File: config.mk
export PLATFORM = sky130hd
export DESIGN_NAME = mbg_ctl
export DESIGN_NICKNAME = d
export VERILOG_FILES = /design/src/hw/rtl/mbg_pkg.sv /design/src/hw/rtl/mbg_ctl.sv
export SDC_FILE = /design/constraint.sdc
export NUM_CORES = 1
export LEC_CHECK = 0
export BUFFER_PORTS_ARGS = -buffer_cell sky130_fd_sc_hd__clkbuf_2
export CORE_AREA = 4 4 41 43
export DETAILED_ROUTE_END_ITERATION = 12
export DIE_AREA = 0 0 45 47
export GPL_TIMING_DRIVEN = 1
export HOLD_SLACK_MARGIN = 0.1
export PLACE_DENSITY = 0.76
export REMOVE_ABC_BUFFERS = 1
export SYNTH_ARGS = -nofsm -noshare
export SYNTH_HDL_FRONTEND = slang
export SYNTH_SLANG_ARGS = --single-unit
File: constraint.sdc
create_clock -name clk -period 1.9 [get_ports clk]
set_input_delay 0.19 -clock clk [delete_from_list [all_inputs] [get_ports clk]]
set_output_delay 0.19 -clock clk [all_outputs]
set_load 0.05 [all_outputs]
File: src/hw/rtl/mbg_pkg.sv
// Shared types and constants of the maze backtracker generator.
`timescale 1ns / 1ps

package mbg_pkg;

  localparam int CFG_IDX_W = 1;
  localparam int CFG_DATA_W = 7;

  localparam logic [CFG_IDX_W-1:0] REG_GRID_WIDTH = 1'b0;
  localparam logic [CFG_IDX_W-1:0] REG_GRID_HEIGHT = 1'b1;

  localparam logic OP_CARVE = 1'b0;
  localparam logic OP_RESTART = 1'b1;

  localparam logic [1:0] DIR_LEFT = 2'd0;
  localparam logic [1:0] DIR_UP = 2'd1;
  localparam logic [1:0] DIR_DOWN = 2'd2;
  localparam logic [1:0] DIR_RIGHT = 2'd3;

  typedef enum logic [3:0] {
    ST_CLEAR,
    ST_IDLE,
    ST_RDC,
    ST_RDU,
    ST_RDD,
    ST_EVAL,
    ST_DEC,
    ST_MOVE,
    ST_POP
  } state_t;

  typedef enum logic [1:0] {
    ROW_CUR,
    ROW_UP,
    ROW_DOWN
  } row_sel_t;

  typedef struct packed {
    logic     restart;
    logic     clear_row;
    logic     cfg_wr;
    logic     load_item;
    logic     rd_en;
    row_sel_t rd_row;
    logic     latch_c;
    logic     latch_u;
    logic     latch_d;
    logic     mark;
    logic     decide;
    logic     emit_move;
    logic     pop_load;
  } ctl_t;

  typedef struct packed {
    logic clr_last;
    logic done;
    logic finish_now;
    logic has_cand;
    logic stack_nonempty;
    logic out_free;
  } sts_t;

endpackage

File: src/hw/rtl/mbg_ctl.sv
// Controller state machine of the maze backtracker generator.
`timescale 1ns / 1ps

module mbg_ctl import mbg_pkg::*; (
  input  logic clk,
  input  logic rst_n,
  input  logic in_valid,
  input  logic in_operation,
  output logic in_ready,
  input  logic cfg_valid,
  output logic cfg_ready,
  input  sts_t stat,
  output ctl_t cmd
);

  state_t state_r;
  state_t state_nxt;

  always_ff @(posedge clk) begin
    if (!rst_n) begin
      state_r <= ST_CLEAR;
    end else begin
      state_r <= state_nxt;
    end
  end

  always_comb begin
    state_nxt = state_r;
    unique case (state_r)
      ST_CLEAR: begin
        if (stat.clr_last) begin
          state_nxt = ST_IDLE;
        end
      end
      ST_IDLE: begin
        if (cfg_valid) begin
          state_nxt = ST_CLEAR;
        end else if (in_valid) begin
          if (in_operation == OP_RESTART) begin
            state_nxt = ST_CLEAR;
          end else if (!stat.done) begin
            state_nxt = ST_RDC;
          end
        end
      end
      ST_RDC: state_nxt = ST_RDU;
      ST_RDU: state_nxt = ST_RDD;
      ST_RDD: state_nxt = ST_EVAL;
      ST_EVAL: state_nxt = ST_DEC;
      ST_DEC: begin
        if (stat.out_free) begin
          if (stat.finish_now) begin
            state_nxt = ST_IDLE;
          end else if (stat.has_cand) begin
            state_nxt = ST_MOVE;
          end else if (stat.stack_nonempty) begin
            state_nxt = ST_POP;
          end else begin
            state_nxt = ST_IDLE;
          end
        end
      end
      ST_MOVE: begin
        if (stat.out_free) begin
          state_nxt = ST_IDLE;
        end
      end
      ST_POP: state_nxt = ST_IDLE;
      default: state_nxt = ST_CLEAR;
    endcase
  end

  always_comb begin
    cmd = '0;
    cmd.rd_row = ROW_CUR;
    in_ready = 1'b0;
    cfg_ready = 1'b0;
    unique case (state_r)
      ST_CLEAR: cmd.clear_row = 1'b1;
      ST_IDLE: begin
        cfg_ready = 1'b1;
        in_ready = !cfg_valid;
        if (cfg_valid) begin
          cmd.cfg_wr = 1'b1;
          cmd.restart = 1'b1;
        end else if (in_valid) begin
          if (in_operation == OP_RESTART) begin
            cmd.restart = 1'b1;
          end else begin
            cmd.load_item = 1'b1;
          end
        end
      end
      ST_RDC: begin
        cmd.rd_en = 1'b1;
        cmd.rd_row = ROW_CUR;
      end
      ST_RDU: begin
        cmd.rd_en = 1'b1;
        cmd.rd_row = ROW_UP;
        cmd.latch_c = 1'b1;
      end
      ST_RDD: begin
        cmd.rd_en = 1'b1;
        cmd.rd_row = ROW_DOWN;
        cmd.latch_u = 1'b1;
      end
      ST_EVAL: begin
        cmd.latch_d = 1'b1;
        cmd.mark = 1'b1;
      end
      ST_DEC: cmd.decide = stat.out_free;
      ST_MOVE: cmd.emit_move = stat.out_free;
      ST_POP: cmd.pop_load = 1'b1;
      default: cmd = '0;
    endcase
  end

endmodule

Yosys cells after proc, flatten, opt, wreduce, memory -nomap -nowiden
Index checks and enable logic that the tools add are counted.
{"block": "totals", "reg_bits": 4, "out_inout_bits": 16, "word_cells": 47}
{"block": "classes", "n_reduce_logical": 3, "n_eq_ne": 13, "n_mux": 30}
{"op": "$mux W4", "n": 10}
{"op": "$pmux W4 S9", "n": 1}
{"op": "$eq A4 B3 Y1 const B", "n": 4}
{"op": "$mux W1", "n": 16}
{"op": "$pmux W3 S3", "n": 1}
{"op": "$eq A4 B2 Y1 const B", "n": 2}
{"op": "$ne A2 B2 Y1 const B", "n": 3}
{"op": "$reduce_and A5 Y1", "n": 1}
{"op": "$eq A4 B1 Y1 const B", "n": 1}
{"op": "$eq A4 B4 Y1 const B", "n": 1}
{"op": "$logic_not A4 Y1", "n": 1}
{"op": "$mux W2", "n": 2}
{"op": "$ne A4 B4 Y1 const B", "n": 1}
{"op": "$ne A3 B3 Y1 const B", "n": 1}
{"op": "$logic_not A1 Y1", "n": 1}

Depth between registers and ports, before layout
Gate-level depths: netlist of the first run.
{"block": "depth", "depth_word": 5, "ltp_mapped": 4, "mapped_depth_nobuf": 4}

Least setup slack after synthesis of the first run
OpenSTA, ideal clock, no wires.
{"block": "synth_timing", "path_type": "register to output", "startpoint": "reg state_r[1]", "endpoint": "out cmd[10] (netlist bit)", "path_buffers": 0, "arrival_ns": 2.590, "t_required_ns": 1.710, "path_stages_with_launch": 3, "slack_ns": -0.880, "cell_sequence": "dfxtp_1 or4b_4 nor4b_1"}
{"item": "from (decl)", "line": "mbg_ctl.sv:16", "text": "state_t state_r;"}
{"item": "from (signal assigned)", "line": "mbg_ctl.sv:23", "text": "state_r <= state_nxt;"}
{"item": "to (decl)", "line": "mbg_ctl.sv:13", "text": "output ctl_t cmd"}

==> results.cfg, run 1 <==
[clock_network]
cts_buffer_depth = 2
cts.sinks = 4
cts_tree = built
htree_levels = 1
postCtsHoldBufs = 0
cts_resized = 2
post_cts_buffers = 0
cts_buffers = 3
clockRootBuffer = clkbuf_4
clk_pin_slew_ns = 0.04
clk_latency_ns = 0.24

[layout]
top_register = state_r
syn_to_final_growth_pct = 42.13
ff_latch_area_sq_um = 80.08
diodes = 0
final_cells = 101
multi_input_area_sq_um = 341.6
largest_reg_flops = 4
utilization_pct = 48.65
fillers = 136
largest_registers = state_r (4)
drive_above_1_share_pct = 45.35
final_nets = 99
final_cell_area_sq_um = 633.1

[detailed_routing]
routed-via-count = 553
drt_iter0_drc = 4
drc = 0
postRouteAntennaNets = 0
firstDrtPassIters = 4
via_per_inst = 5.475
wl_um = 1338
drt-wirelength-per-cell_um = 13.25

[floorplanning]
core-area_sq_um = 1301
std_cell_rows = 13
floorplan.initialDensity_pct = 34.23
io_pins = 27
die_x_um = 45
die-area_sq_um = 2115
fp.dieH_um = 47

[global_routing]
antenna_found_initial = 0
grt_pass1_wl_um = 2021
gr-total-overflow = 0
grt.total_usage_pct = 13.19
first_global_vias = 489
grt_max_degree = 17

[synthesis]
ys_seq_area_share_pct = 17.98
ys.flop_type = dfxtp_1
ys_types = 33
yosysWarningCount = 0
ys_ff_latch = 4
ys_top_cells_by_area = dfxtp_1 (18%), and3_1 (7.0%), nor2_1 (6.7%)
synth_edf_count = 0
syn_inst = 59
yosys.area.top_type = dfxtp_1
syn_area_sq_um = 445.4
async_flop_share_pct = 0
synth_top_cell_area_share_pct = 17.98
syn_avg_cell_area_sq_um = 7.550

[power_and_ir_drop]
vdd_drop_max_mv = 0.2440
p_leak_uw = 0.0003087
p_total_uw = 323.1
cellPowerDensity_nw_per_um2 = 510.3

[place]
dp_cells = 98
dp_hpwl_um = 1028
gp_congestion = 0.8566
io_buffers = 26
dpl_cell_area_sq_um = 589.3

[setup_path]
crit_type = register to output pin
cp_cell_sequence = or4b_4 > nor4b_4 > buf_6
rr_worst_depth = 4
reg2reg_to = state_r[2]
slowest_delay_ns = 0.60
r2r_slack_ns = 0.24
critPathLaunchType = register
critPathCaptureType = output pin
crit_required_ns = 1.71
critical_path.max_fanout = 7
r2r_start = state_r[3]
cp_data_arrival_time_ns = 1.64
slowest_stage = or4b_4

[sta]
min_period_ns = 1.834
skew_ns = 0.002282
final-max-slew-violation-count = 0
setup_viol = 0
rsz0062_at_grt = false
hold_viol = 0
fmax_ghz = 0.5452
slew_headroom_pct = 62.88
worst_slew_pin_slew_ns = 0.5508
period_share_pct = 96.54

[min_path]
holdPathStages = 3
hp-class = input port to register
worstHoldStart = rst_n
holdPathEnd = state_r[1]

[job]
cap_violations = 0

[status]
status = finished, final reports clean
[metal layers]
| metal | GRT usage [%] | routed length [um] | share of wire (%) |
|---|---|---|---|
| met5 | 0 | 0 | 0 |
| met4 | 8.772 | 32 | 2.4 |
| met3 | 1.533 | 96 | 7.2 |
| met2 | 25.14 | 687 | 51 |
| met1 | 13.41 | 521 | 39 |
[synthesized netlist by cell type, types with 2 or more instances]
library cell	number
a21oi_1	2
and3_1	5
buf_4	2
clkbuf_1	2
dfxtp_1	4
inv_1	3
nand2_1	3
nand2b_1	3
nand3_1	2
nor2_1	8
nor4_1	2
o21ai_0	2
[area by class of cell]
cell class / count / area share [%]
inverters: 3 / 1.779
well taps: 15 / 2.964
repair buffers: 29 / 25.10
flip-flops and latches: 4 / 12.65
clock buffers: 3 / 3.557
multi-input cells: 47 / 53.95
[worst max path at each step]
stage,startpoint,end,cells past startpoint
after global routing,state_r[3],cmd[10],3
after global placement,state_r[3],cmd[10],3
after floorplan,state_r[2],cmd[5],2
final,state_r[3],cmd[10],3
after detailed placement,state_r[3],cmd[10],3
after CTS,state_r[3],cmd[10],3
[cells by family (layout without fill, tap and decap cells)]
kind of cell / after synthesis / after routing / synth area share [%]
mux: 1 / 1 / 2.247
flops: 4 / 4 / 17.98
compound gates: 14 / 14 / 29.22
simple gates: 32 / 32 / 41.86
buf+inv: 8 / 35 / 8.706
[placed cells by master (no fill, tap or decap), types with 2 or more instances in the layout]
cell type,count
a21oi_1,2
and3_1,5
buf_4,3
clkbuf_2,25
clkbuf_4,3
dfxtp_1,4
inv_1,3
nand2_1,3
nand2b_1,3
nand3_1,2
nor2_1,8
nor4_1,2
o21ai_0,2
[worst max-delay path: cells and delay by family, from the launching register on]
family	cells	cell delay [ns]
simple gates	2	0.86
flops	1	0.35
buf+inv	1	0.20
[where the power goes]
| part | internal (uW) | total (uW) | switching [uW] |
|---|---|---|---|
| clock | 70.6 | 105 | 34.7 |
| sequential | 87.3 | 88.8 | 1.53 |
| combinational | 42.4 | 129 | 86.4 |
[stage by stage]
step	setup TNS (ns)	hold slack (ns)	setup slack, ns
6_report	0	0.2001	0.06567
3_5_place_dp	0	0.4408	0.2103
3_3_place_gp	0	0.4382	0.2291
2_1_floorplan	-3.631	0.3035	-1.031
4_1_cts	0	0.2000	0.05322
5_1_grt	0	0.2334	0.02144
(Power assumes the default switching activity.)
==> run 2: changes to the inputs <==
Settings changed: HOLD_SLACK_MARGIN 0.1 to not set.
Clock period 1.9 ns to 1.95 ns, I/O delays scaled along.
==> run 2 against run 1 <==
Core utilization shrank 0.96 points; global-route usage shrank 0.72 points; register-to-register slack gained 0.06 ns; cell count is the same; critical path depth is the same; clock power is essentially flat; sequential cell count is the same; sequential share of layout area grew 0.26 points; largest cell class unchanged.
==> results.cfg, run 2 (synthesis gave the netlist of run 1 again) <==
[status]
status = finished, final reports clean

[power_and_ir_drop]
p_switching_uw = 116.4
seq_power_share_pct = 27.9
switching_share_pct = 37.50
combPwrFrac_pct = 39.4
cellPowerDensity_nw_per_um2 = 500.3
p_leak_uw = 0.0003022
pwr-share-clk_pct = 32.7
p_int_uw = 194.1
vdd_drop_max_mv = 0.2646

[layout]
largest_registers = state_r (4)
fillers = 144
top_register = state_r
syn_to_final_growth_pct = 39.33
largest_reg_flops = 4
drive_above_1_share_pct = 45.35
final_nets = 99
final_common_cell = clkbuf_2
diodes = 0
mostFrequentLayoutCells = clkbuf_2 (25), nor2_1 (8), and3_1 (5)

[clock_network]
htree_levels = 1
cts_tree = built
cts.sinks = 4
clk_latency_ns = 0.23
clk_pin_slew_ns = 0.04
clockRootBuffer = clkbuf_4
cts_buffer_depth = 2
cts_buffers = 3

[sta]
rsz0062_at_grt = false
worst_slew_pin_slew_ns = 0.5519
finalSetupTns_ns = 0
fmax_ghz = 0.5423
hold_viol = 0
final-max-slew-violation-count = 0
min_period_ns = 1.844
slew_headroom_pct = 62.80
period_share_pct = 94.56
setup_viol = 0
hold_ws_ns = 0.2210
skew_ns = 0.001991

[place]
gp_congestion = 0.8526
dp_hpwl_um = 990.3
io_buffers = 26

[setup_path]
rr_worst_depth = 4
reg2reg_to = state_r[2]
r2r_slack_ns = 0.30
slowest_stage = or4b_4
slowest_delay_ns = 0.59
cp-startpoint = state_r[3]
cp_cell_sequence = or4b_4 > nor4b_2 > buf_4
r2r_start = state_r[3]
critical_path.max_fanout = 7
critPathCaptureType = output pin
critPathLaunchType = register
crit_family = simple AND/OR/NAND/NOR gates
crit_required_ns = 1.75
cp_data_arrival_time_ns = 1.65
crit_path_end = cmd[10]
cp_num_cells = 3
timing.critical_path.buf_inv = 1
crit_type = register to output pin

[floorplanning]
fp.dieH_um = 47
io_pins = 27
floorplan.initialDensity_pct = 34.23
die-area_sq_um = 2115
std_cell_rows = 13
core-area_sq_um = 1301
die_x_um = 45

[detailed_routing]
wl_met1_um = 543
wl_um = 1263
postRouteAntennaNets = 0
highest_layer = met4
firstDrtPassIters = 4
drc = 0
routed-wl-met3_um = 69
drt-wirelength-per-cell_um = 12.50
drt_iter0_drc = 5
routed-via-count = 542
wl_met2_um = 641
via_per_inst = 5.366

[global_routing]
grt_max_degree = 17
antenna_found_initial = 0
grt.total_usage_pct = 12.47
first_global_vias = 458
gr-total-overflow = 0
grt_pass1_wl_um = 1925

[job]
cap_violations = 0

[min_path]
hp-class = input port to register
worstHoldStart = rst_n
run 2: cell counts in the layout (fill, tap and decap cells not counted):
Identical to the previous run, type by type.
run 2: worst reg2reg max path, cell delays in order (launching register included):
cell and delay, ns:
dfxtp_1 0.36, or4b_4 0.59, a211oi_4 0.30, o41ai_1 0.11
and3_1 0.19
run 2: per-stage QoR:
stage	setup WS (ns)	cell area [sq um]	cells	total power (uW)	util [%]
2_1_floorplan	-0.9860	417.9	54	171.0	-
3_3_place_gp	0.2735	589.3	98	206.9	45.29
3_5_place_dp	0.2280	589.3	98	208.5	45.29
4_1_cts	0.01389	614.3	101	315.2	47.21
5_1_grt	0.04156	620.6	101	332.5	47.69
6_report	0.1060	620.6	101	310.5	47.69
run 2: area by class of cell:
| type | count | area, sq um | area share, % |
|---|---|---|---|
| well taps | 15 | 18.77 | 3.024 |
| clock buffers | 3 | 22.52 | 3.629 |
| repair buffers | 29 | 155.1 | 25.00 |
| multi-input cells | 47 | 332.8 | 53.63 |
| flip-flops and latches | 4 | 80.08 | 12.90 |
| inverters | 3 | 11.26 | 1.815 |
run 2: worst min-delay path by stage:
stage	to	slack, ns	depth (start not counted)
3_3_place_gp	state_r[1]	0.44	3
5_1_grt	state_r[1]	0.23	3
3_5_place_dp	state_r[1]	0.47	3
2_1_floorplan	state_r[1]	0.31	2
6_report	state_r[1]	0.22	3
4_1_cts	state_r[1]	0.22	3
run 2: repair_timing:
action	CTS	global route
gates resized for setup	1	2
buffers inserted	0	0
setup endpoints to repair	1	1
hold buffers	0	0
run 2: per-layer routing:
| layer | track usage (%) | up-vias |
|---|---|---|
| met3 | 4.598 | 2 |
| li1 | - | 276 |
| met5 | 0 | - |
| met2 | 22.88 | 16 |
| met4 | 3.509 | 0 |
| met1 | 13.38 | 248 |
run 2: power by group through the flow:
stage               Combinational, uW  Clock, uW  Sequential (uW)
global placement                  119          0             87.7
global route                      130        116             86.7
finish                            122        102             86.5
detailed placement                121          0             87.9
CTS                               121        107             86.5
floorplan                        77.5          0             93.5
